<file path="src/rtl/bcc_pkg.sv">
// ----------------------------------------------------------------------------
// bcc_pkg
// Shared types and constants for the book cipher codec.
// ----------------------------------------------------------------------------
package bcc_pkg;

    localparam int BCC_MAX_CODES  = 1024;
    localparam int BCC_LIST_DEPTH = 64;
    localparam int ALPHABET_SIZE  = 26;
    localparam int RAND_W         = 15;
    localparam int CODE_W         = 10;
    localparam int CHAR_W         = 8;
    localparam int LETTER_W       = 5;
    localparam int QUEUE_DEPTH    = 2;

    localparam logic [CHAR_W-1:0] CHAR_UPPER_A = 8'h41;
    localparam logic [CHAR_W-1:0] CHAR_UPPER_Z = 8'h5a;
    localparam logic [CHAR_W-1:0] CHAR_LOWER_A = 8'h61;
    localparam logic [CHAR_W-1:0] CHAR_LOWER_Z = 8'h7a;

    typedef enum logic [1:0] {
        ACT_LOAD   = 2'd0,
        ACT_CLOSE  = 2'd1,
        ACT_ENCODE = 2'd2,
        ACT_DECODE = 2'd3
    } action_t;

    typedef enum logic [2:0] {
        ST_OK         = 3'd0,
        ST_SKIP       = 3'd1,
        ST_STORE_FULL = 3'd2,
        ST_LIST_FULL  = 3'd3,
        ST_BAD_CODE   = 3'd4,
        ST_NO_CODE    = 3'd5
    } status_t;

    typedef struct packed {
        action_t               action;
        logic                  is_letter;
        logic [LETTER_W-1:0]   letter;
        logic [CODE_W-1:0]     code_in;
        logic [RAND_W-1:0]     random_value;
    } item_t;

endpackage

</file>
<file path="src/rtl/bcc_front.sv">
// ----------------------------------------------------------------------------
// bcc_front
// Accepts commands, folds case and classifies letters, feeds the queue.
// ----------------------------------------------------------------------------
module bcc_front
    import bcc_pkg::*;
(
    input  logic              clk,
    input  logic              rst_n,
    input  logic              start,
    output logic              busy,
    input  logic [1:0]        action,
    input  logic [CHAR_W-1:0] char_in,
    input  logic [CODE_W-1:0] code_in,
    input  logic [RAND_W-1:0] random_value,
    input  logic              queue_full,
    output logic              push,
    output item_t             push_item
);

    logic  valid_reg;
    logic  valid_next;
    item_t item_reg;
    item_t item_next;
    item_t classified;
    logic  accept;

    always_comb
    begin
        classified              = '0;
        classified.action       = action_t'(action);
        classified.code_in      = code_in;
        classified.random_value = random_value;
        if (char_in inside {[CHAR_UPPER_A:CHAR_UPPER_Z]})
        begin
            classified.is_letter = 1'b1;
            classified.letter    = LETTER_W'(char_in - CHAR_UPPER_A);
        end
        else if (char_in inside {[CHAR_LOWER_A:CHAR_LOWER_Z]})
        begin
            classified.is_letter = 1'b1;
            classified.letter    = LETTER_W'(char_in - CHAR_LOWER_A);
        end
    end

    assign busy      = valid_reg && queue_full;
    assign accept    = start && !busy;
    assign push      = valid_reg && !queue_full;
    assign push_item = item_reg;

    always_comb
    begin
        valid_next = valid_reg;
        item_next  = item_reg;
        if (accept)
        begin
            valid_next = 1'b1;
            item_next  = classified;
        end
        else if (push)
        begin
            valid_next = 1'b0;
        end
    end

    always_ff @(posedge clk or negedge rst_n)
    begin
        if (!rst_n)
        begin
            valid_reg <= 1'b0;
        end
        else
        begin
            valid_reg <= valid_next;
        end
    end

    always_ff @(posedge clk)
    begin
        item_reg <= item_next;
    end

endmodule

</file>
<file path="config.mk">
export PLATFORM = sky130hd
export DESIGN_NAME = bcc_front
export DESIGN_NICKNAME = d
export VERILOG_FILES = /design/src/rtl/bcc_pkg.sv /design/src/rtl/bcc_front.sv
export SDC_FILE = /design/constraint.sdc
export NUM_CORES = 1
export LEC_CHECK = 0
export BUFFER_PORTS_ARGS = -buffer_cell sky130_fd_sc_hd__buf_4
export CAP_MARGIN = 25
export CORE_ASPECT_RATIO = 2
export CORE_MARGIN = 8
export CORE_UTILIZATION = 46
export CTS_CLUSTER_DIAMETER = 80
export DETAILED_ROUTE_END_ITERATION = 6
export PLACE_DENSITY = 0.79
export SYNTH_ARGS = -nofsm -noshare
export SYNTH_HDL_FRONTEND = slang
export SYNTH_SLANG_ARGS = --single-unit
</file>
<file path="constraint.sdc">
create_clock -name clk -period 5.5 [get_ports clk]
set_input_delay 0.55 -clock clk [delete_from_list [all_inputs] [get_ports clk]]
set_output_delay 0.55 -clock clk [all_outputs]
set_load 0.01 [all_outputs]
</file>
# == After elaboration in Yosys (flattened, before gate mapping) ==
# Cells that the tools add are included.
# W data, S select, Z words.
# totals
register_bits,34
input_bits,39
output_inout_bits,35
wordCells,24
# op_classes
addsub,2
order_cmp,4
muxes,4
n_reduce_logical,8
# op_table
op,count
$ge A8 B7 Y1 const B,2
$le A8 B7 Y1 const B,2
$sub A5 B1 Y5 const B,2
$mux W6,1
$logic_and A1 B1 Y1,5
$mux W5,1
$logic_not A1 Y1,2
$mux W1,2
$reduce_bool A2 Y1,1

# == Depth between registers and ports, before layout ==
# Gate-level depths: netlist (run 1).
# logic_depth
word_depth,4
ltp_mapped,5
ltp_nobuf,5

# == Worst setup path after synthesis (run 1) ==
# OpenSTA, ideal clock, no wires.
# synth_path
kind,input to register
from,input queue_full
to,"register item_reg, in the netlist push_item[0] (enable)"
setup_ps,427
t_arrival_ps,2252
required_time_ps,5073
setup_slack_ps,2821
cell_stages,2
n_path_buf,0
path_cell_list,and2_1 > nor2b_1
# synth_between
elab_chain_len,3
# synth_lines
element,line_no,rtl
from (decl),bcc_front.sv:16,"input logic queue_full,"
$logic_and A1 B1 Y1,bcc_front.sv:46,assign busy = valid_reg && queue_full;
$logic_not A1 Y1,bcc_front.sv:47,assign accept = start && !busy;
$logic_and A1 B1 Y1,bcc_front.sv:47,
named net accept,bcc_front.sv:26,logic accept;
to (signal assigned),bcc_front.sv:80,item_reg <= item_next;
to (decl),bcc_front.sv:23,item_t item_reg;
# The timed path passes the listed nets, and every way through them passes these cells.
# A chain may end at the register's enable or synchronous reset.

==> impl.org, run 1 <==
** Die
- Initial Utilization :: 47.6%
- During I/O placement, the number of pins put on the boundary was 74.
- Site Rows :: 27
- Area enclosed by the die boundary :: 0.00490 mm^2
- The region available for standard cell placement spans 0.00274 mm^2.
- The floorplan step set the die width to 53.6 um.
- In this run the vertical extent of the chip is 91.3 um.

** Min path
- Type of the tightest min-delay check :: primary input to asynchronous set/reset pin

** Synth
- Netlist area before placement :: 0.00130 mm^2
- Synthesis produced a netlist with a net count of 116.
- In the synthesized netlist the async set-or-reset flop fraction comes to 2.94%.
- Post-synthesis sequential area ratio :: 77.9%
- Post-synthesis cell type count :: 27
- Dominant cell type by area after synthesis :: edfxtp_1
- Yosys printed 0 warnings.
- Proportion of netlist area held by the largest area contributor :: 76.0%
- Top area cells in the synthesized netlist :: edfxtp_1, ha_1, nor2b_1
- Dividing the synthesized area by the synthesized cell count gives 17.6 um^2.
- Counting every instance in the synthesized netlist gives 74.
- Number of flops mapped to enable cells by yosys :: 33
- Flip-flop and latch count after synthesis :: 34
- Dominant synthesized flop cell :: edfxtp_1

** Cells and area
- Most frequent standard cell in the layout excluding fill and tap cells :: buf_4
- After routing the design area is 0.00200 mm^2.
- Diode count :: 0
- Count of non-filler cells in the finished layout :: 183
- The library cells used most frequently in the layout, excluding fill and tap cells, are buf_4, edfxtp_1, clkbuf_8, nor2b_1.
- Fraction of final layout cells sized beyond drive strength 1 :: 55.8%
- Final net count :: 195
- From synthesis to final layout, the design area changed by 53.3%.
- Largest register FFs :: 33

** Setup path
- At the worst endpoint, the arrival time is 1.74 ns.
- In this run the worst setup path begins at char_in[1].
- On the critical path, the stage with the largest delay is an instance of or4b_4.
- Crit path cell chain :: buf_4 -> inv_1 -> ha_1 -> or4b_4 -> o21ai_4 -> a311oi_1
- Cell family with most CP delay :: simple AND/OR/NAND/NOR gates
- Worst r2r src :: valid_reg
- Setup slack on the worst flop-to-flop path :: 4.14 ns
- The critical path runs through a total of 6 cells.
- Delay contributed by the slowest stage of the critical path :: 0.48 ns
- Count of cells along the worst register-to-register path :: 3
- The endpoint identified for the worst register-to-register timing path is push_item[32].
- The critical path is of the primary input to register type.
- Crit path max fanout :: 5
- Data required time of the worst path :: 5.51 ns
- Buffer and inverter count on the worst path :: 2
- Setup crit start kind :: primary input
- Kind of capture point of the worst setup path :: register

** Placement
- Summed over all nets, the half-perimeter wirelength after detailed placement is 2720 um.
- Port buffering added 73 buffers.
- Placed cell areas :: 0.00189 mm^2
- Weighted congestion at the end of routability-driven global placement :: 0.826
- The number of placed instances, taps included, is 175.

** Clock tree
- Clock tree synthesis found a total of 34 sinks.
- Clock tree synthesis inserted a total of 5 buffers.
- Clock-pin slew on the worst setup and hold paths :: 0.06 ns
- Buffers added to address setup during post-CTS repair amount to 0.
- The clock passes through at most 2 buffers.
- Clock root cell :: clkbuf_8
- Gates resized, CTS repair :: 0
- TritonCTS built the clock tree.
- The later pin in the worst-skew pair is clocked with a latency of 0.28 ns.
- Htree depth :: 2
- # hold bufs at CTS :: 0

** Global route
- For this run the aggregate overflow at the end of global routing stands at 0.
- The first global-routing pass estimated 5000 um of wire.
- Number of global-route vias before repair :: 1022
- Entering global routing, the biggest net connects 34 pins.
- The number of antenna violations at the first check in global routing came to 0.
- Total track usage :: 14.4%

** Timing
- Number of endpoints with negative hold slack in the final report :: 0
- Final clock skew :: 0.00196 ns
- Transition at the pin with the smallest max-transition slack :: 0.391 ns
- Static timing analysis puts the maximum clock frequency at 0.577 GHz.
- The routed design could run at a clock period as short as 1.73 ns.
- Fin. max-slew vios :: 0
- Fin Setup TNS :: 0 ns
- Setup violations remaining at the end of the flow were counted as 0.
- Final worst hold slack :: 0.0329 ns
- Relative slew slack :: 73.9%
- Final period util :: 31.5%
- Unrepaired setup endpoints after global routing :: no

** Run
- Maximum capacitance violations :: 0

** Detailed routing
- Once detail routing completed, the nets flagged for antenna violations numbered 0.
- In the final routed layout, each cell accounts on average for 18.3 um.
- In this run, the number of DRC markers left after iteration 0 of detailed routing was 17.
- Via-to-Cell Ratio :: 5.11
- Final routed wirelength across all metal layers :: 3340 um
- The first detailed-routing pass took 4 iterations.
- For this run, design rule violations remaining after detail routing come to 0.
- Total via count in the routed design :: 936

** Power
- Across the VDD grid, the largest voltage drop is 235 uV.
- Overall power consumption :: 0.000587 W
- LEAKAGE :: 0.848 nW
- Pwr/cell area :: 294 mW/mm^2

** Status
- The flow ran to the end, and the final reports show no timing, DRC or antenna violations.
==> how the worst max path moves through the flow <==
stage               endpoint  slack (ns)
2_1_floorplan   push_item[0]        2.82
3_3_place_gp   push_item[25]        3.56
3_5_place_dp   push_item[25]        3.47
4_1_cts        push_item[25]        3.77
5_1_grt        push_item[25]        3.67
6_report       push_item[25]        3.77
==> cells in the mapped netlist, types with 2 or more instances <==
library cell / instances
o31ai_1: 2
ha_1: 3
a311oi_1: 2
nand2b_1: 2
inv_1: 3
edfxtp_1: 33
nor2b_1: 6
a21oi_1: 3
buf_2: 2
==> cell type report <==
| type | instances | area [um^2] |
|---|---|---|
| flip-flops and latches | 34 | 1020 |
| fillers | 182 | 738 |
| repair buffers | 74 | 556 |
| multi-input cells | 35 | 269 |
| clock buffers | 8 | 110 |
| well taps | 29 | 36.3 |
| inverters | 3 | 11.3 |
==> per-stage QoR <==
step	setup slack [ns]	utilization, %
floorplan	2.82	-
detailed placement	3.47	69.0
CTS	3.77	73.0
finish	3.77	73.0
global route	3.67	73.0
global placement	3.56	69.0
==> routing by layer <==
layer | GRT usage, % | routed length (um) | part of all wire [%] | vias up
met5 | 0 | 0 | 0 | -
met4 | 9.75 | 121 | 3.6 | 0
met3 | 4.90 | 306 | 9.2 | 8
met2 | 27.0 | 1970 | 59 | 48
met1 | 10.8 | 945 | 28 | 437
li1 | - | - | - | 443
==> report_power, final <==
group / total, W / internal, W / switching, W
Combinational: 0.0000733 / 0.0000402 / 0.0000330
Sequential: 0.000305 / 0.000301 / 0.00000399
Clock: 0.000208 / 0.000126 / 0.0000818
==> cell families (layout without fill, tap and decap cells) <==
logic type / count (synthesis) / in the layout / synth area share [%]
fa+ha+maj: 3 / 3 / 2.88
simple gates: 18 / 18 / 9.21
buf+inv: 5 / 85 / 1.63
flops: 34 / 34 / 77.9
mux: 1 / 1 / 0.768
compound gates: 13 / 13 / 7.58
(Power assumes the default switching activity.)
==> run 2: changes to the inputs <==
--- a/config.mk
+++ b/config.mk
@@ -5,14 +5,15 @@
 export SDC_FILE = /design/constraint.sdc
 export NUM_CORES = 1
 export LEC_CHECK = 0
+export ABC_AREA = 1
 export BUFFER_PORTS_ARGS = -buffer_cell sky130_fd_sc_hd__buf_4
 export CAP_MARGIN = 25
 export CORE_ASPECT_RATIO = 2
 export CORE_MARGIN = 8
-export CORE_UTILIZATION = 46
+export CORE_UTILIZATION = 42
 export CTS_CLUSTER_DIAMETER = 80
 export DETAILED_ROUTE_END_ITERATION = 6
-export PLACE_DENSITY = 0.79
+export PLACE_DENSITY = 0.74
 export SYNTH_ARGS = -nofsm -noshare
 export SYNTH_HDL_FRONTEND = slang
 export SYNTH_SLANG_ARGS = --single-unit
==> constraint.sdc (replaced) <==
create_clock -name clk -period 1.6 [get_ports clk]
set_input_delay 0.16 -clock clk [delete_from_list [all_inputs] [get_ports clk]]
set_output_delay 0.16 -clock clk [all_outputs]
set_load 0.01 [all_outputs]
==> run 2 against run 1 <==
Clock skew grew 0.00057 ns. Sequential cell count unchanged. Critical path type is now register to register. Sequential power rose to 3.4 times the previous value. Largest power group unchanged. Synthesized area down 4.2%. Critical path depth is 2 lower.
==> impl.org, run 2 <==
** Power
- Peak supply drop :: 745 uV
- Power spread over the standard cell area amounts to 956 mW/mm^2.
- LEAKAGE :: 0.879 nW

** Clock tree
- CTS Sinks :: 34
- Post-CTS Setup Inserts :: 0
- Clock root cell :: clkbuf_8
- Largest buffer count on any clock path :: 2
- Insertion delay of the later-clocked pin in the worst-skew pair :: 0.27 ns
- The number of clock buffers added by TritonCTS is 5.
- Clock-pin slew on the worst setup and hold paths :: 0.06 ns
- TritonCTS built the clock tree.
- Htree depth :: 2

** Timing
- For the pin with the worst max-slew slack, the measured transition is 0.174 ns.
- Summed over all failing endpoints, the final setup total negative slack is 0 ns.
- Of the available clock period, the critical path in the final layout requires 71.6%.
- Counting I/O delays and the setup requirement, the final critical path takes 1.15 ns.
- Number of endpoints with negative hold slack in the final report :: 0
- Measured against its own limit, the worst slew margin works out to 88.4%.
- Final clock skew :: 0.00253 ns
- Static timing analysis puts the maximum clock frequency at 0.873 GHz.
- Setup repair after global routing left no endpoint under its margin.
- Fin. max-slew vios :: 0
- Once routing completed, OpenROAD measured the worst setup slack at 0.454 ns.
- Setup violations remaining at the end of the flow were counted as 0.

** Synth
- Library cell with the highest instance count after synthesis :: edfxtp_1
- Avg Cell Area, Syn :: 16.9 um^2
- The synthesized netlist occupies a cell area of 0.00125 mm^2.
- Top area cells in the synthesized netlist :: edfxtp_1, nor2_2, ha_1
- In this run, synthesis inferred 33 flip-flops with an integrated enable.
- Post-synthesis cell type count :: 14
- Post-synthesis sequential area ratio :: 81.4%
- For this run, the leading register cell type out of synthesis is edfxtp_1.
- Flip-flop and latch count after synthesis :: 34
- Synthesis warning total :: 0
- The synthesized design devotes to its leading area cell type 79.4% of total area.
- Net count after synthesis :: 116
- Top cell types by occurrence after synthesis :: edfxtp_1, inv_1, nor2_2
- Dominant cell type by area after synthesis :: edfxtp_1
- Synthesis handed over a netlist of 74 instances.
- Share of synthesized flip-flops with an asynchronous set or reset :: 2.94%

** Cells and area
- The register with the most flip-flops in the layout has 33 of them.
- Commonest cells after routing, fill and taps aside :: buf_4, edfxtp_1, inv_1, nor2_2, nand2_1
- After routing the design area is 0.00195 mm^2.
- Cells with a size suffix above 1 make up 61.1% of the layout.
- 0 antenna diodes ended up in the layout.
- The layout has 238 filler cells.
- Synthesis-to-finish area growth :: 56.3%
- After the last flow step, the layout net total stands at 198.
- The library cell used most frequently in the layout, excluding fill and tap cells, is buf_4.

** Die
- Area enclosed by the die boundary :: 0.00508 mm^2
- For this configuration, the core starts out at a cell density of 42.9%.
- Site Rows :: 28
- Width of the chip :: 54.6 um
- 74 I/O pins were placed.
- The region available for standard cell placement spans 0.00291 mm^2.
- The die is 93.1 um tall.

** Placement
- In this run the tool buffered the top-level ports with 73 buffer cells.
- Summing all placed instances gives a cell area of 0.00186 mm^2.
- Worst-case setup slack after placement :: 0.356 ns
- Sum of net half-perimeters after detailed placement :: 2650 um
- Routability-driven placement finished with a final weighted congestion of 0.630.

** Global route
- Global-route congestion overflow total :: 0
- Maximum number of pins on one net before global-route repair :: 34
- The first global-routing pass estimated 4590 um of wire.
- Number of antenna violations at the first check in global routing :: 0
- Global routing consumed, over all layers together, 12.9% of the routing resources.
- Number of global-route vias before repair :: 937

** Setup path
- Data required time of the worst path :: 1.57 ns
- In this run the register-to-register setup slack is 0.45 ns.
- STA puts the critical path data arrival time at 1.12 ns.
- The critical path is of the register to register type.
- Crit path max fanout :: 33
- The worst setup path is captured at a register.
- The worst setup path is launched from a register.

** Detailed routing
- DRC violations left :: 0
- Final routed wirelength across all metal layers :: 3170 um
- The detail route stage leaves a number of antenna-violating nets equal to 0.
- After detailed routing, the average wire length per cell comes to 16.9 um.
- Initial DRC Count :: 16
- TritonRoute pass-1 iters :: 3
- Via-to-Cell Ratio :: 4.61
- Total via count in the routed design :: 862

** Run
- The tool flagged a number of max-cap violations equal to 0.

** Status
- The run finished with clean final reports.

** Min path
- The path class of the tightest hold or removal check is primary input to register.
==> run 2: cell count changes after synthesis, moves of 3 or more <==
cell / before / now
nand2_2: 0 / 3
a21oi_1: 3 / 0
inv_1: 3 / 7
nor2_1: 0 / 3
nand2_1: 1 / 6
nor2_2: 0 / 7
nor2b_1: 6 / 0
inv_2: 0 / 4
==> run 2: critical path: stages, from the launching register on <==
cell and delay (ns):
dfrtp_1 0.38, nand2_1 0.07, inv_1 0.07, nor2_4 0.10, buf_12 0.21
==> run 2: area by class of cell <==
type / instances / area (um^2) / area share (%)
Clock buffer: 5 / 68.8 / 3.53
Timing Repair Buffer: 75 / 578 / 29.6
Inverter: 11 / 41.3 / 2.12
Clock inverter: 3 / 11.3 / 0.577
Multi-Input combinational cell: 29 / 199 / 10.2
Sequential cell: 34 / 1020 / 52.1
Tap cell: 30 / 37.5 / 1.92
==> run 2: logic make-up (layout without fill, tap and decap cells) <==
kind of cell	after synthesis	in the layout	synth area share, %
XOR/XNOR	3	3	2.10
adder cells (fa/ha/maj)	3	3	3.01
buffers and inverters	11	94	3.31
flip-flops	34	34	81.4
AND/OR/NAND/NOR	23	23	10.2
==> run 2: metal layers <==
| layer | GRT usage, % | share of wire (%) | vias up |
|---|---|---|---|
| li1 | - | - | 411 |
| met2 | 23.0 | 57 | 53 |
| met1 | 10.9 | 28 | 392 |
| met5 | 0 | 0 | - |
| met4 | 7.44 | 2.6 | 0 |
| met3 | 5.56 | 12 | 6 |
==> run 2: path summary, 6_finish.rpt <==
kind                            startpoint            end  cells past startpoint
worst max register to register   valid_reg  push_item[12]                      4
min in group asynchronous            rst_n      valid_reg                      2
max in group asynchronous            rst_n      valid_reg                      2
worst min register to register   valid_reg      valid_reg                      2
worst max-delay path             valid_reg  push_item[12]                      4
worst min-delay path            code_in[4]  push_item[19]                      1
==> run 2: power by group <==
group	leakage, nW	internal [W]	switching, W	total (W)
Combinational	0.510	0.000142	0.000116	0.000258
Clock	0.0407	0.000289	0.000267	0.000557
Sequential	0.328	0.00104	0.0000151	0.00105
==> run 2: stage by stage <==
step	utilization, %	std cells	hold WS, ns	total power, W
after floorplan	-	74	-0.136	0.00115
after global placement	64.0	178	-0.0637	0.00132
after detailed placement	64.0	178	-0.0630	0.00133
after CTS	67.1	187	0.0462	0.00189
after global routing	67.1	187	0.0399	0.00195
final	67.1	187	0.0576	0.00187
==> run 2: repair_timing <==
action / 4_1_cts / 5_1_grt
endpoints found under the hold margin: 1 / 0
hold buffers: 1 / 0
gates resized for setup: 0 / 0
