==> src/rtl/bcc_pkg.sv <==
// ----------------------------------------------------------------------------
// bcc_pkg
// Shared types and constants for the book cipher codec.
// ----------------------------------------------------------------------------
package bcc_pkg;

    localparam int BCC_MAX_CODES  = 1024;
    localparam int BCC_LIST_DEPTH = 64;
    localparam int ALPHABET_SIZE  = 26;
    localparam int RAND_W         = 15;
    localparam int CODE_W         = 10;
    localparam int CHAR_W         = 8;
    localparam int LETTER_W       = 5;
    localparam int QUEUE_DEPTH    = 2;

    localparam logic [CHAR_W-1:0] CHAR_UPPER_A = 8'h41;
    localparam logic [CHAR_W-1:0] CHAR_UPPER_Z = 8'h5a;
    localparam logic [CHAR_W-1:0] CHAR_LOWER_A = 8'h61;
    localparam logic [CHAR_W-1:0] CHAR_LOWER_Z = 8'h7a;

    typedef enum logic [1:0] {
        ACT_LOAD   = 2'd0,
        ACT_CLOSE  = 2'd1,
        ACT_ENCODE = 2'd2,
        ACT_DECODE = 2'd3
    } action_t;

    typedef enum logic [2:0] {
        ST_OK         = 3'd0,
        ST_SKIP       = 3'd1,
        ST_STORE_FULL = 3'd2,
        ST_LIST_FULL  = 3'd3,
        ST_BAD_CODE   = 3'd4,
        ST_NO_CODE    = 3'd5
    } status_t;

    typedef struct packed {
        action_t               action;
        logic                  is_letter;
        logic [LETTER_W-1:0]   letter;
        logic [CODE_W-1:0]     code_in;
        logic [RAND_W-1:0]     random_value;
    } item_t;

endpackage

==> src/rtl/bcc_fifo.sv <==
// ----------------------------------------------------------------------------
// bcc_fifo
// Short command queue between the front and the back.
// ----------------------------------------------------------------------------
module bcc_fifo
    import bcc_pkg::*;
(
    input  logic  clk,
    input  logic  rst_n,
    input  logic  push,
    input  item_t push_item,
    input  logic  pop,
    output item_t head,
    output logic  full,
    output logic  empty
);

    localparam int PTR_W = (QUEUE_DEPTH > 1) ? $clog2(QUEUE_DEPTH) : 1;
    localparam int CNT_W = $clog2(QUEUE_DEPTH + 1);

    item_t             entry_reg [QUEUE_DEPTH];
    logic [PTR_W-1:0]  wr_ptr_reg;
    logic [PTR_W-1:0]  wr_ptr_next;
    logic [PTR_W-1:0]  rd_ptr_reg;
    logic [PTR_W-1:0]  rd_ptr_next;
    logic [CNT_W-1:0]  count_reg;
    logic [CNT_W-1:0]  count_next;

    assign full  = (count_reg == CNT_W'(QUEUE_DEPTH));
    assign empty = (count_reg == '0);
    assign head  = entry_reg[rd_ptr_reg];

    always_comb
    begin
        wr_ptr_next = wr_ptr_reg;
        rd_ptr_next = rd_ptr_reg;
        count_next  = count_reg;
        if (push)
        begin
            wr_ptr_next = (wr_ptr_reg == PTR_W'(QUEUE_DEPTH - 1)) ? '0 : wr_ptr_reg + 1'b1;
        end
        if (pop)
        begin
            rd_ptr_next = (rd_ptr_reg == PTR_W'(QUEUE_DEPTH - 1)) ? '0 : rd_ptr_reg + 1'b1;
        end
        if (push && !pop)
        begin
            count_next = count_reg + 1'b1;
        end
        else if (pop && !push)
        begin
            count_next = count_reg - 1'b1;
        end
    end

    always_ff @(posedge clk or negedge rst_n)
    begin
        if (!rst_n)
        begin
            wr_ptr_reg <= '0;
            rd_ptr_reg <= '0;
            count_reg  <= '0;
        end
        else
        begin
            wr_ptr_reg <= wr_ptr_next;
            rd_ptr_reg <= rd_ptr_next;
            count_reg  <= count_next;
        end
    end

    always_ff @(posedge clk)
    begin
        if (push)
        begin
            entry_reg[wr_ptr_reg] <= push_item;
        end
    end

endmodule

==> config.mk <==
export PLATFORM = sky130hd
export DESIGN_NAME = bcc_fifo
export DESIGN_NICKNAME = d
export VERILOG_FILES = /design/src/rtl/bcc_pkg.sv /design/src/rtl/bcc_fifo.sv
export SDC_FILE = /design/constraint.sdc
export NUM_CORES = 1
export LEC_CHECK = 0
export BUFFER_PORTS_ARGS = -buffer_cell sky130_fd_sc_hd__buf_4
export CAP_MARGIN = 5
export CELL_PAD_IN_SITES_DETAIL_PLACEMENT = 1
export CELL_PAD_IN_SITES_GLOBAL_PLACEMENT = 1
export CORE_AREA = 2 2 106 108
export CTS_CLUSTER_DIAMETER = 30
export DETAILED_ROUTE_END_ITERATION = 8
export DIE_AREA = 0 0 108 110
export GPL_ROUTABILITY_DRIVEN = 0
export PLACE_DENSITY_LB_ADDON = 0.05
export SYNTH_ARGS = -nofsm -noshare
export SYNTH_HDL_FRONTEND = slang
export SYNTH_SLANG_ARGS = --single-unit
==> constraint.sdc <==
create_clock -name clk -period 5.5 [get_ports clk]
set_input_delay 0.55 -clock clk [delete_from_list [all_inputs] [get_ports clk]]
set_output_delay 0.55 -clock clk [all_outputs]
set_load 0.05 [all_outputs]
## Word-level counts from Yosys, hierarchy flattened

Memory sizes are Yosys's and may differ from the RTL's.
Cells that the tools add are included.

| storage, ports and cells | value |
|---|---|
| register bits | 4 |
| RAM bits | 66 |
| bits of input ports | 37 |
| output and inout bits | 35 |
| word-level logic and storage cells | 21 |
| memories kept | 1 |

| operators by class | value |
|---|---|
| $add $sub $neg | 4 |
| equal/unequal tests | 1 |
| muxes and demuxes | 6 |
| reduce and logical (&&, ||, !) cells | 6 |

Memory list:

| name | words | width | read ports | clocked after Yosys merged registers in | wr ports | RTL line | text |
|---|---|---|---|---|---|---|---|
| entry_reg | 2 | 33 | 1 | 0 | 1 | bcc_fifo.sv:21 | `item_t entry_reg [QUEUE_DEPTH];` |

Operator list:

| cell | number |
|---|---|
| 2-to-1 mux 1 bit | 4 |
| 2-to-1 mux 2 bit | 2 |
| adder 1 bit, second input constant | 2 |
| adder 2 x 1 -> 2 bit, second input constant | 1 |
| == test 2 bit, second input constant | 1 |
| logical AND 1 bit | 2 |
| logical NOT 1 bit | 2 |
| logical NOT 2 bit | 1 |
| nonzero test 2 bit | 1 |
| subtractor 2 x 1 -> 2 bit, second input constant | 1 |

## Longest topological paths before layout

Gate-level depths: netlist (run 1).

| depth | value |
|---|---|
| depth in word-level cells | 4 |
| mapped depth | 5 |
| gate-level depth less buffers | 5 |

## Worst setup path before layout (run 1)

No wires, ideal clock.

| path | value |
|---|---|
| path kind | input to register |
| start | in push |
| end | mem entry_reg[0][0] in the netlist's numbering, enable pin |
| library setup time | 0.427 ns |
| data arrival time | 2.040 ns |
| data required time | 5.073 ns |
| setup slack | 3.033 ns |
| stages on the path | 1 |
| buffers on the path | 0 |
| cells stage by stage | nor2b_1 |

| between the ends | value |
|---|---|
| word-level cells in the longest chain between the ends | 2 |

RTL lines:

| element | RTL line | text |
|---|---|---|
| from (decl) | bcc_fifo.sv:10 | `input logic push,` |
| 2-to-1 mux 1 bit | bcc_fifo.sv:74 | `if (push)` |
| 2-to-1 mux 1 bit (not written as such) | bcc_fifo.sv:76 | `entry_reg[wr_ptr_reg] <= push_item;` |
| to (decl) | bcc_fifo.sv:21 |  |

No other way between the ends.

==> impl_summary.log, run 1 <==
[metrics] Core Rows: 38
[metrics] latest clock arrival within the worst-skew pair: 350 ps
[metrics] starting utilization of the core area: 25.4%
[metrics] top area cells in the synthesized netlist: sky130_fd_sc_hd__edfxtp_1, sky130_fd_sc_hd__mux2_4, sky130_fd_sc_hd__dfrtp_1, sky130_fd_sc_hd__buf_12, sky130_fd_sc_hd__mux2_2
[metrics] cell with the largest stage delay on the worst path: sky130_fd_sc_hd__dfrtp_2
[metrics] classification of the worst-slack hold path: primary input to register
[metrics] peak supply drop: 0.000268 V
[metrics] total of hold buffers inserted after clock tree synthesis: 1
[metrics] share of the clock period used by the worst path after layout: 47.4%
[metrics] clock period minus final worst setup slack: 2610 ps
[metrics] worst endpoint data arrival time: 2060 ps
[metrics] most common library cells after synthesis: sky130_fd_sc_hd__edfxtp_1, sky130_fd_sc_hd__mux2_4, sky130_fd_sc_hd__dfrtp_1, sky130_fd_sc_hd__mux2_2, sky130_fd_sc_hd__xor2_1
[metrics] mapped cell area: 0.00272 mm^2
[metrics] DR vias/cell: 3.92
[metrics] number of synthesized flops with an enable pin: 66
[metrics] number of detailed-route iterations in the first pass: 4
[metrics] TritonCTS Sinks: 70
[metrics] Worst Setup End Kind: output port
[metrics] number of max-cap violations: 0
[metrics] total detailed-routing wirelength: 5.30 mm
[metrics] initial DRC count: 27
[metrics] placed cell count: 326
[metrics] clock tree from TritonCTS: yes
[metrics] CP bufs+invs: 1
[metrics] peak fanout along the critical path: 34
[metrics] number of max-slew violations in the final report: 0
[metrics] syn nets: 157
[metrics] final global-route overflow total: 0
[metrics] setup repair after global routing missed its margin: false
[metrics] type of origin of the critical path: register
[metrics] share of flip-flops with an asynchronous set or reset: 5.71%
[metrics] distinct cell type count after synthesis: 13
[metrics] crit-path cells: mux2_2 -> buf_4
[metrics] power density of the placed cells: 598 mW/mm^2
[metrics] post-layout net count: 236
[metrics] CTS clk-pin slew, worst paths: 80 ps
[metrics] Yosys Warn Count: 0
[metrics] slew margin rel.: 26.7%
[metrics] static leakage: 1.42 nW
[metrics] status: complete, no violations
[metrics] global router's overall resource usage: 9.28%
[metrics] number of vias in the routed layout: 1342
[metrics] max reg flops: 66
[metrics] HPWL after DPL: 3.42 mm
[metrics] post-place setup slack: 3210 ps
[metrics] pin count of the biggest net entering global routing: 35
[metrics] wire length of the first global-routing pass: 7.86 mm
[metrics] final setup TNS: 0 ps
[metrics] fraction of final layout cells sized beyond drive strength 1: 59.9%
[metrics] die width: 108 um
[metrics] most frequently used flop master after synthesis: sky130_fd_sc_hd__edfxtp_1
[metrics] total power after layout: 2.14 mW
[metrics] final hold violation count: 0
[metrics] top achievable clock speed: 383 MHz
[metrics] cell family with most CP delay: flip-flops
[metrics] kind of critical path: register to output port
[metrics] maximum clock insertion buffer count: 2
[metrics] number of antenna violations at the first check in global routing: 0
[metrics] Residual DRC: 0
[metrics] most numerous cell in the Yosys netlist: sky130_fd_sc_hd__edfxtp_1
[metrics] Seq/Total Area, Yosys: 76.5%
[metrics] flip-flop and latch count after synthesis: 70
[metrics] worst clock skew: 7.54 ps
[metrics] number of routed nets with antenna violations: 0
[metrics] number of I/O pins: 72
[metrics] fraction of post-synthesis cell area in the top cell type by area: 72.9%
[metrics] root buffer cell: sky130_fd_sc_hd__clkbuf_8
[metrics] PostCTS Resize Cnt: 0
[metrics] core area: 0.0107 mm^2
[metrics] cell type with the largest total area after synthesis: sky130_fd_sc_hd__edfxtp_1
[metrics] highest cell delay on the worst timing path: 1100 ps
[metrics] synthesized area per cell: 22.9 um^2
[metrics] pin slew with the least headroom to its limit: 1100 ps
[metrics] Setup violations, final: 0
[metrics] total CTS buffers: 9
[metrics] cell area after placement: 0.00337 mm^2
[metrics] worst setup slack after layout: 2890 ps
[metrics] number of global-route vias before repair: 1551
[metrics] cell count after synthesis: 119
[metrics] final non-filler cell area: 0.00359 mm^2
[metrics] number of buffers inserted by post-CTS setup repair: 0
[metrics] routed wirelength normalized by instance count: 15.5 um
[metrics] total inserted antenna cells: 0
[metrics] number of levels the H-tree was split into: 3
[metrics] Area Overhead vs Synth: 31.9%
[metrics] non-filler cells in the finished layout: 342
[metrics] fill cell total of the finished layout: 1121
[metrics] Data required, critical path: 4950 ps
[metrics] height of the die: 110 um
[metrics] Buffers on Ports: 71
[metrics] area of the die: 0.0119 mm^2
## where the power goes
part           internal, mW  switching (mW)  leakage [nW]  total (mW)
Sequential            0.711           0.104         0.665       0.815
Clock                 0.253           0.193         0.107       0.446
Combinational         0.343           0.540         0.650       0.882
## layer usage
layer / routed length, um / GRT usage, % / vias up
li1: - / - / 617
met1: 2060 / 9.61 / 672
met2: 2830 / 16.4 / 45
met3: 318 / 3.76 / 8
met4: 87 / 4.40 / 0
met5: 0 / 0 / -
## cell families (layout without fill, tap and decap cells)
kind of cell	count (synthesis)	count (layout)	synth area share, %
buffers and inverters	5	88	2.76
flip-flops	70	70	76.5
multiplexers	33	33	17.7
AND/OR/NAND/NOR	5	5	0.966
adder cells (fa/ha/maj)	1	1	0.460
XOR/XNOR	5	5	1.61
## layout by cell type, fill, tap and decap left out, types with 2 or more instances in the layout
| cell type | n |
|---|---|
| sky130_fd_sc_hd__buf_4 | 71 |
| sky130_fd_sc_hd__edfxtp_1 | 66 |
| sky130_fd_sc_hd__mux2_4 | 29 |
| sky130_fd_sc_hd__clkbuf_8 | 9 |
| sky130_fd_sc_hd__mux2_2 | 4 |
| sky130_fd_sc_hd__xor2_1 | 4 |
| sky130_fd_sc_hd__dfrtp_1 | 3 |
| sky130_fd_sc_hd__nor2_1 | 2 |
| sky130_fd_sc_hd__bufinv_16 | 2 |
## final timing paths
check / from / to / slack, ps / depth (start not counted)
setup / recovery: rd_ptr_reg / head[17] / 2890 / 2
hold / removal: push_item[25] / entry_reg[0][25] / 380 / 1
setup reg to reg: wr_ptr_reg / entry_reg[0][2] / 3820 / 1
hold reg to reg: count_reg[1] / count_reg[1] / 500 / 1
max in group asynchronous: rst_n / rd_ptr_reg / 4850 / 2
min in group asynchronous: rst_n / count_reg[1] / 530 / 2
## layout make-up
type | count | area (um^2) | share of cell area [%]
timing repair buffer | 72 | 543 | 15.1
multi-input combinational | 44 | 572 | 15.9
tap | 140 | 175 | 4.88
sequential | 70 | 2080 | 58.1
clock buffer | 9 | 124 | 3.45
inverter | 1 | 3.75 | 0.105
clock inverter | 6 | 86.3 | 2.41
## stage by stage
step                      util [%]  hold WS, ps
after global routing          33.5          354
after floorplan                  -          254
after global placement        31.5          347
after CTS                     33.5          363
final                         33.5          383
after detailed placement      31.5          351
Note: power is estimated with default switching activity, not from simulation.
==> run 2, diff against run 1 <==
--- a/config.mk
+++ b/config.mk
@@ -5,6 +5,7 @@
 export SDC_FILE = /design/constraint.sdc
 export NUM_CORES = 1
 export LEC_CHECK = 0
+export ABC_AREA = 1
 export BUFFER_PORTS_ARGS = -buffer_cell sky130_fd_sc_hd__buf_4
 export CAP_MARGIN = 5
 export CELL_PAD_IN_SITES_DETAIL_PLACEMENT = 1
==> constraint.sdc (replaced) <==
create_clock -name clk -period 2.6 [get_ports clk]
set_input_delay 0.26 -clock clk [delete_from_list [all_inputs] [get_ports clk]]
set_output_delay 0.26 -clock clk [all_outputs]
set_load 0.05 [all_outputs]
==> impl_summary.log, run 2 <==
[metrics] initial DRC count: 17 (was 27)
[metrics] number of detailed-route iterations in the first pass: 4 (unchanged)
[metrics] Setup violations, final: 0 (unchanged)
[metrics] Area Overhead vs Synth: 33.0% (was 31.9%)
[metrics] power density of the placed cells: 1230 mW/mm^2 (was 598 mW/mm^2)
[metrics] core area: 0.0107 mm^2 (unchanged)
[metrics] number of global-route vias before repair: 1560 (was 1551)
[metrics] Core Rows: 38 (unchanged)
[metrics] Buffers on Ports: 71 (unchanged)
[metrics] wire length of the first global-routing pass: 8.04 mm (was 7.86 mm)
[metrics] Yosys Warn Count: 0 (unchanged)
[metrics] starting utilization of the core area: 25.6% (was 25.4%)
[metrics] final setup TNS: 0 ps (unchanged)
[metrics] top area cells in the synthesized netlist: sky130_fd_sc_hd__edfxtp_1, sky130_fd_sc_hd__mux2_4, sky130_fd_sc_hd__dfrtp_1, sky130_fd_sc_hd__buf_12, sky130_fd_sc_hd__mux2_2 (unchanged)
[metrics] setup repair after global routing missed its margin: false (unchanged)
[metrics] static leakage: 1.46 nW (was 1.42 nW)
[metrics] number of vias in the routed layout: 1375 (was 1342)
[metrics] total CTS buffers: 9 (unchanged)
[metrics] fraction of final layout cells sized beyond drive strength 1: 58.1% (was 59.9%)
[metrics] most numerous cell in the Yosys netlist: sky130_fd_sc_hd__edfxtp_1 (unchanged)
[metrics] root buffer cell: sky130_fd_sc_hd__clkbuf_8 (unchanged)
[metrics] post-layout net count: 250 (was 236)
[metrics] worst clock skew: 7.40 ps (was 7.54 ps)
[metrics] clock tree from TritonCTS: yes (unchanged)
[metrics] die width: 108 um (unchanged)
[metrics] classification of the worst-slack hold path: primary input to register (unchanged)
[metrics] pin slew with the least headroom to its limit: 610 ps (was 1100 ps)
[metrics] area of the die: 0.0119 mm^2 (unchanged)
[metrics] worst endpoint data arrival time: 1610 ps (was 2060 ps)
[metrics] post-synthesis share of cell area spent on xor and xnor gates: 0.959% (was 1.61%)
[metrics] Synth Area in Adders: 0.457% (was 0.460%)
[metrics] commonest cells after routing, fill and taps aside: sky130_fd_sc_hd__buf_4, sky130_fd_sc_hd__edfxtp_1, sky130_fd_sc_hd__mux2_4, sky130_fd_sc_hd__clkbuf_8, sky130_fd_sc_hd__inv_1 (was sky130_fd_sc_hd__buf_4, sky130_fd_sc_hd__edfxtp_1, sky130_fd_sc_hd__mux2_4, sky130_fd_sc_hd__clkbuf_8)
[metrics] share of flip-flops with an asynchronous set or reset: 5.71% (unchanged)
[metrics] maximum clock insertion buffer count: 2 (unchanged)
[metrics] mapped cell area: 0.00274 mm^2 (was 0.00272 mm^2)
[metrics] HPWL after DPL: 3.76 mm (was 3.42 mm)
[metrics] cell type with the largest total area after synthesis: sky130_fd_sc_hd__edfxtp_1 (unchanged)
[metrics] share of the clock period used by the worst path after layout: 71.8%
[metrics] global router's overall resource usage: 9.36% (was 9.28%)
[metrics] mux share of post-synthesis cell area: 17.5% (was 17.7%)
[metrics] total inserted antenna cells: 0 (unchanged)
[metrics] DR vias/cell: 3.85 (was 3.92)
[metrics] slew margin rel.: 59.3% (was 26.7%)
[metrics] cell count after synthesis: 128 (was 119)
[metrics] kind of critical path: register to output port (unchanged)
[metrics] peak fanout along the critical path: 20 (was 34)
[metrics] clock period minus final worst setup slack: 1870 ps
[metrics] routed wirelength normalized by instance count: 14.9 um (was 15.5 um)
[metrics] synthesized area per cell: 21.4 um^2 (was 22.9 um^2)
[metrics] largest family of logic cells by synthesized area: multiplexers (unchanged)
[metrics] number of synthesized flops with an enable pin: 66 (unchanged)
[metrics] latest clock arrival within the worst-skew pair: 330 ps (was 350 ps)
[metrics] number of buffers inserted by post-CTS setup repair: 0 (unchanged)
[metrics] Residual DRC: 0 (unchanged)
[metrics] Worst Setup End Kind: output port (unchanged)
[metrics] TritonCTS Sinks: 70 (unchanged)
[metrics] number of levels the H-tree was split into: 3 (unchanged)
[metrics] height of the die: 110 um (unchanged)
[metrics] final hold violation count: 0 (unchanged)
[metrics] fill cell total of the finished layout: 1121 (unchanged)
[metrics] CTS clk-pin slew, worst paths: 80 ps (about the same)
[metrics] fraction of post-synthesis cell area in the top cell type by area: 72.3% (was 72.9%)
[metrics] syn nets: 166 (was 157)
[metrics] number of I/O pins: 72 (unchanged)
[metrics] number of antenna violations at the first check in global routing: 0 (unchanged)
[metrics] number of routed nets with antenna violations: 0 (unchanged)
[metrics] most common library cells after synthesis: sky130_fd_sc_hd__edfxtp_1, sky130_fd_sc_hd__mux2_4, sky130_fd_sc_hd__inv_1 (was sky130_fd_sc_hd__edfxtp_1, sky130_fd_sc_hd__mux2_4, sky130_fd_sc_hd__dfrtp_1, sky130_fd_sc_hd__mux2_2, sky130_fd_sc_hd__xor2_1)
[metrics] core utilization of the finished layout: 34.1% (was 33.5%)
[metrics] peak supply drop: 0.000545 V (was 0.000268 V)
[metrics] number of max-cap violations: 0 (unchanged)
[metrics] compound-cell area share of the yosys netlist: 0% (unchanged)
[metrics] Data required, critical path: 2340 ps (was 4950 ps)
[metrics] status: complete, no violations (unchanged)
[metrics] most common cell after layout, fill and taps aside: sky130_fd_sc_hd__buf_4 (unchanged)
[metrics] tightest hold margin: 107 ps (was 383 ps)
[metrics] max reg flops: 66 (unchanged)
[metrics] type of origin of the critical path: register (unchanged)
[metrics] Seq/Total Area, Yosys: 76.0% (was 76.5%)
[metrics] distinct cell type count after synthesis: 14 (was 13)
[metrics] number of max-slew violations in the final report: 0 (unchanged)
[metrics] flip-flop and latch count after synthesis: 70 (unchanged)
[metrics] most frequently used flop master after synthesis: sky130_fd_sc_hd__edfxtp_1 (unchanged)
[metrics] total power after layout: 4.50 mW (was 2.14 mW)
[metrics] pin count of the biggest net entering global routing: 22 (was 35)
[metrics] total detailed-routing wirelength: 5.31 mm (was 5.30 mm)
[metrics] share of synthesized cell area in and, or, nand and nor gates: 1.51% (was 0.966%)
[metrics] final global-route overflow total: 0 (unchanged)
[metrics] top achievable clock speed: 536 MHz
-- run 2: cell count changes after synthesis, moves of 2 or more --
cell and change:
sky130_fd_sc_hd__nand2_1 +5, sky130_fd_sc_hd__nor2b_1 -2, sky130_fd_sc_hd__inv_1 +6, sky130_fd_sc_hd__xor2_1 -2
-- run 2: critical path, stage by stage, from the launching register on --
cell and delay [ps]:
sky130_fd_sc_hd__dfrtp_2 360, sky130_fd_sc_hd__buf_4 340, sky130_fd_sc_hd__mux2_2 380, sky130_fd_sc_hd__buf_4 190
-- run 2: final cells by class --
type,count,area (um^2),area share (%)
clock buffer,9,124,3.40
clock inverter,7,73.8,2.03
inverter,7,26.3,0.721
multi-input combinational,47,568,15.6
sequential,70,2080,57.2
tap,140,175,4.81
timing repair buffer,77,593,16.3
-- run 2: kinds of logic after synthesis --
family	count (synthesis)
xor+xnor	3
fa+ha+maj	1
buf+inv	11
flops	70
mux	33
simple gates	10
-- run 2: worst paths after layout --
check                        startpoint               end  cells after the start  slack (ps)
setup / recovery             rd_ptr_reg          head[17]                      3         730
max in group asynchronous         rst_n        rd_ptr_reg                      2        2230
min in group asynchronous         rst_n        wr_ptr_reg                      2         250
hold / removal                      pop        rd_ptr_reg                      2         110
setup reg to reg             wr_ptr_reg  entry_reg[0][16]                      2        1060
hold reg to reg            count_reg[1]      count_reg[1]                      2         540
-- run 2: what timing repair did --
action                                 CTS  global route
endpoints found under the hold margin    4             0
resized for setup                        0             0
hold buffers                             1             0
-- run 2: where the power goes --
| group | leakage, nW | internal [mW] | switching [mW] | total, mW |
|---|---|---|---|---|
| registers | 0.666 | 1.50 | 0.0765 | 1.58 |
| logic | 0.707 | 0.750 | 1.30 | 2.05 |
| clock network | 0.0895 | 0.444 | 0.419 | 0.863 |
| total | 1.46 | 2.70 | 1.80 | 4.50 |
-- run 2: stage by stage --
step / std cells / cell area, um^2 / worst slack, ps
after floorplan: 128 / 2740 / 370
final: 357 / 3640 / 733
after CTS: 357 / 3640 / 693
after detailed placement: 340 / 3440 / 1020
after global routing: 357 / 3640 / 645
after global placement: 340 / 3440 / 1090
-- run 2: metal layers --
layer,vias to the layer above,global-route usage [%],part of all wire (%)
li1,649,-,-
met1,677,10.1,40
met2,42,16.5,53
met3,7,3.06,5.4
met4,0,4.67,1.4
met5,-,0,0
==> run 3, diff against run 2 <==
--- a/config.mk
+++ b/config.mk
@@ -5,7 +5,7 @@
 export SDC_FILE = /design/constraint.sdc
 export NUM_CORES = 1
 export LEC_CHECK = 0
-export ABC_AREA = 1
+export ABC_AREA = 0
 export BUFFER_PORTS_ARGS = -buffer_cell sky130_fd_sc_hd__buf_4
 export CAP_MARGIN = 5
 export CELL_PAD_IN_SITES_DETAIL_PLACEMENT = 1
==> constraint.sdc (replaced) <==
create_clock -name clk -period 2 [get_ports clk]
set_input_delay 0.2 -clock clk [delete_from_list [all_inputs] [get_ports clk]]
set_output_delay 0.2 -clock clk [all_outputs]
set_load 0.05 [all_outputs]
==> impl_summary.log, run 3 (synthesis results as in run 1) <==
[metrics] core area: 0.0107 mm^2 (unchanged)
[metrics] height of the die: 110 um (unchanged)
[metrics] final hold violation count: 0 (unchanged)
[metrics] number of I/O pins: 72 (unchanged)
[metrics] maximum clock insertion buffer count: 2 (unchanged)
[metrics] total detailed-routing wirelength: 5.30 mm (was 5.31 mm)
[metrics] cell with the largest stage delay on the worst path: sky130_fd_sc_hd__mux2_2 (unchanged)
[metrics] HPWL after DPL: 3.63 mm (was 3.76 mm)
[metrics] top achievable clock speed: 550 MHz
[metrics] peak supply drop: 0.000547 V (was 0.000545 V)
[metrics] total CTS buffers: 9 (unchanged)
[metrics] pin slew with the least headroom to its limit: 442 ps (was 610 ps)
[metrics] TritonCTS Sinks: 70 (unchanged)
[metrics] status: complete, no violations (unchanged)
[metrics] root buffer cell: sky130_fd_sc_hd__clkbuf_8 (unchanged)
[metrics] Worst Setup End Kind: output port (unchanged)
[metrics] Data required, critical path: 1800 ps (was 2340 ps)
[metrics] final global-route overflow total: 0 (unchanged)
[metrics] area of the die: 0.0119 mm^2 (unchanged)
[metrics] latest clock arrival within the worst-skew pair: 350 ps (was 330 ps)
[metrics] placed cell count: 330 (was 340)
[metrics] routed wirelength normalized by instance count: 15.3 um (was 14.9 um)
[metrics] starting utilization of the core area: 25.4% (was 25.6%)
[metrics] setup repair after global routing missed its margin: false (unchanged)
[metrics] kind of critical path: register to output port (unchanged)
[metrics] worst clock skew: 13.1 ps (was 7.40 ps)
[metrics] number of global-route vias before repair: 1549 (was 1560)
[metrics] cell area after placement: 0.00342 mm^2 (was 0.00344 mm^2)
[metrics] CP bufs+invs: 2 (unchanged)
[metrics] clock period minus final worst setup slack: 1820 ps
[metrics] worst endpoint data arrival time: 1620 ps (was 1610 ps)
[metrics] number of routed nets with antenna violations: 0 (unchanged)
[metrics] Residual DRC: 0 (unchanged)
[metrics] wire length of the first global-routing pass: 7.88 mm (was 8.04 mm)
[metrics] max reg flops: 66 (unchanged)
[metrics] Area Overhead vs Synth: 34.3% (was 33.0%)
[metrics] number of vias in the routed layout: 1355 (was 1375)
[metrics] fraction of final layout cells sized beyond drive strength 1: 61.4% (was 58.1%)
[metrics] slew margin rel.: 70.5% (was 59.3%)
[metrics] Core Rows: 38 (unchanged)
[metrics] global router's overall resource usage: 9.36% (about the same)
[metrics] CTS clk-pin slew, worst paths: 80 ps (about the same)
[metrics] final non-filler cell area: 0.00365 mm^2 (was 0.00364 mm^2)
[metrics] cell family with most CP delay: buffers and inverters (unchanged)
[metrics] total power after layout: 5.98 mW (was 4.50 mW)
[metrics] static leakage: 1.46 nW (about the same)
[metrics] Buffers on Ports: 71 (unchanged)
[metrics] highest cell delay on the worst timing path: 390 ps (was 380 ps)
[metrics] final setup TNS: 0 ps (unchanged)
[metrics] total inserted antenna cells: 0 (unchanged)
[metrics] crit-path cells: buf_4 -> mux2_2 -> buf_4 (unchanged)
[metrics] type of origin of the critical path: register (unchanged)
[metrics] PostCTS Resize Cnt: 0 (unchanged)
[metrics] clock tree from TritonCTS: yes (unchanged)
[metrics] share of the clock period used by the worst path after layout: 90.9%
[metrics] die width: 108 um (unchanged)
[metrics] number of max-cap violations: 0 (unchanged)
[metrics] most common cell after layout, fill and taps aside: sky130_fd_sc_hd__buf_4 (unchanged)
[metrics] commonest cells after routing, fill and taps aside: sky130_fd_sc_hd__buf_4, sky130_fd_sc_hd__edfxtp_1, sky130_fd_sc_hd__mux2_4, sky130_fd_sc_hd__clkbuf_8 (was sky130_fd_sc_hd__buf_4, sky130_fd_sc_hd__edfxtp_1, sky130_fd_sc_hd__mux2_4, sky130_fd_sc_hd__clkbuf_8, sky130_fd_sc_hd__inv_1)
[metrics] number of buffers inserted by post-CTS setup repair: 0 (unchanged)
[metrics] classification of the worst-slack hold path: primary input to register (unchanged)
[metrics] power density of the placed cells: 1640 mW/mm^2 (was 1230 mW/mm^2)
[metrics] post-place setup slack: 519 ps (was 1020 ps)
[metrics] initial DRC count: 23 (was 17)
[metrics] worst setup slack after layout: 181 ps (was 733 ps)
[metrics] number of levels the H-tree was split into: 3 (unchanged)
[metrics] post-layout net count: 240 (was 250)
[metrics] number of detailed-route iterations in the first pass: 2 (was 4)
[metrics] number of antenna violations at the first check in global routing: 0 (unchanged)
[metrics] pin count of the biggest net entering global routing: 23 (was 22)
[metrics] tightest hold margin: 32.2 ps (was 107 ps)
[metrics] peak fanout along the critical path: 19 (was 20)
[metrics] core utilization of the finished layout: 34.1% (about the same)
[metrics] Setup violations, final: 0 (unchanged)
[metrics] non-filler cells in the finished layout: 347 (was 357)
[metrics] DR vias/cell: 3.90 (was 3.85)
[metrics] number of max-slew violations in the final report: 0 (unchanged)
[metrics] total of hold buffers inserted after clock tree synthesis: 1 (unchanged)
[metrics] Most common cell on crit path: sky130_fd_sc_hd__buf_4 (unchanged)
-- run 3: cell types whose count changed in the layout (fill, tap and decap cells not counted), moves of 2 or more --
| cell | change |
|---|---|
| sky130_fd_sc_hd__nand2_1 | -5 |
| sky130_fd_sc_hd__buf_4 | -2 |
| sky130_fd_sc_hd__clkinv_2 | +2 |
| sky130_fd_sc_hd__inv_1 | -6 |
| sky130_fd_sc_hd__xor2_1 | +2 |
| sky130_fd_sc_hd__clkinvlp_4 | -3 |
-- run 3: final cells by class --
class | count | area [um^2]
fillers | 1081 | 7050
well taps | 140 | 175
flip-flops and latches | 70 | 2080
clock buffers | 9 | 124
repair buffers | 76 | 598
clock inverters | 7 | 96.3
inverters | 1 | 3.75
multi-input cells | 44 | 572
-- run 3: worst paths after layout --
| path | cells after the start | end | startpoint | slack, ps |
|---|---|---|---|---|
| worst max-delay path | 3 | head[17] | rd_ptr_reg | 180 |
| worst min-delay path | 1 | entry_reg[0][13] | push_item[13] | 30 |
| worst max register to register | 2 | entry_reg[0][12] | wr_ptr_reg | 630 |
| worst min register to register | 1 | count_reg[1] | count_reg[1] | 500 |
| max in group asynchronous | 2 | rd_ptr_reg | rst_n | 1690 |
| min in group asynchronous | 2 | count_reg[1] | rst_n | 180 |
-- run 3: where the power goes --
group | internal [mW] | total, mW | switching [mW]
sequential | 1.95 | 2.05 | 0.0991
combinational | 0.988 | 2.68 | 1.69
clock | 0.706 | 1.25 | 0.546
total | 3.65 | 5.98 | 2.34
-- run 3: routing by layer --
metal  vias up  GRT usage (%)  part of all wire, %  wire length [um]
met3         9           4.29                  7.4               394
met5         -              0                    0                 0
met1       675           10.2                   41              2150
met2        48           15.8                   50              2670
met4         0           4.12                  1.5                82
li1        623              -                    -                 -
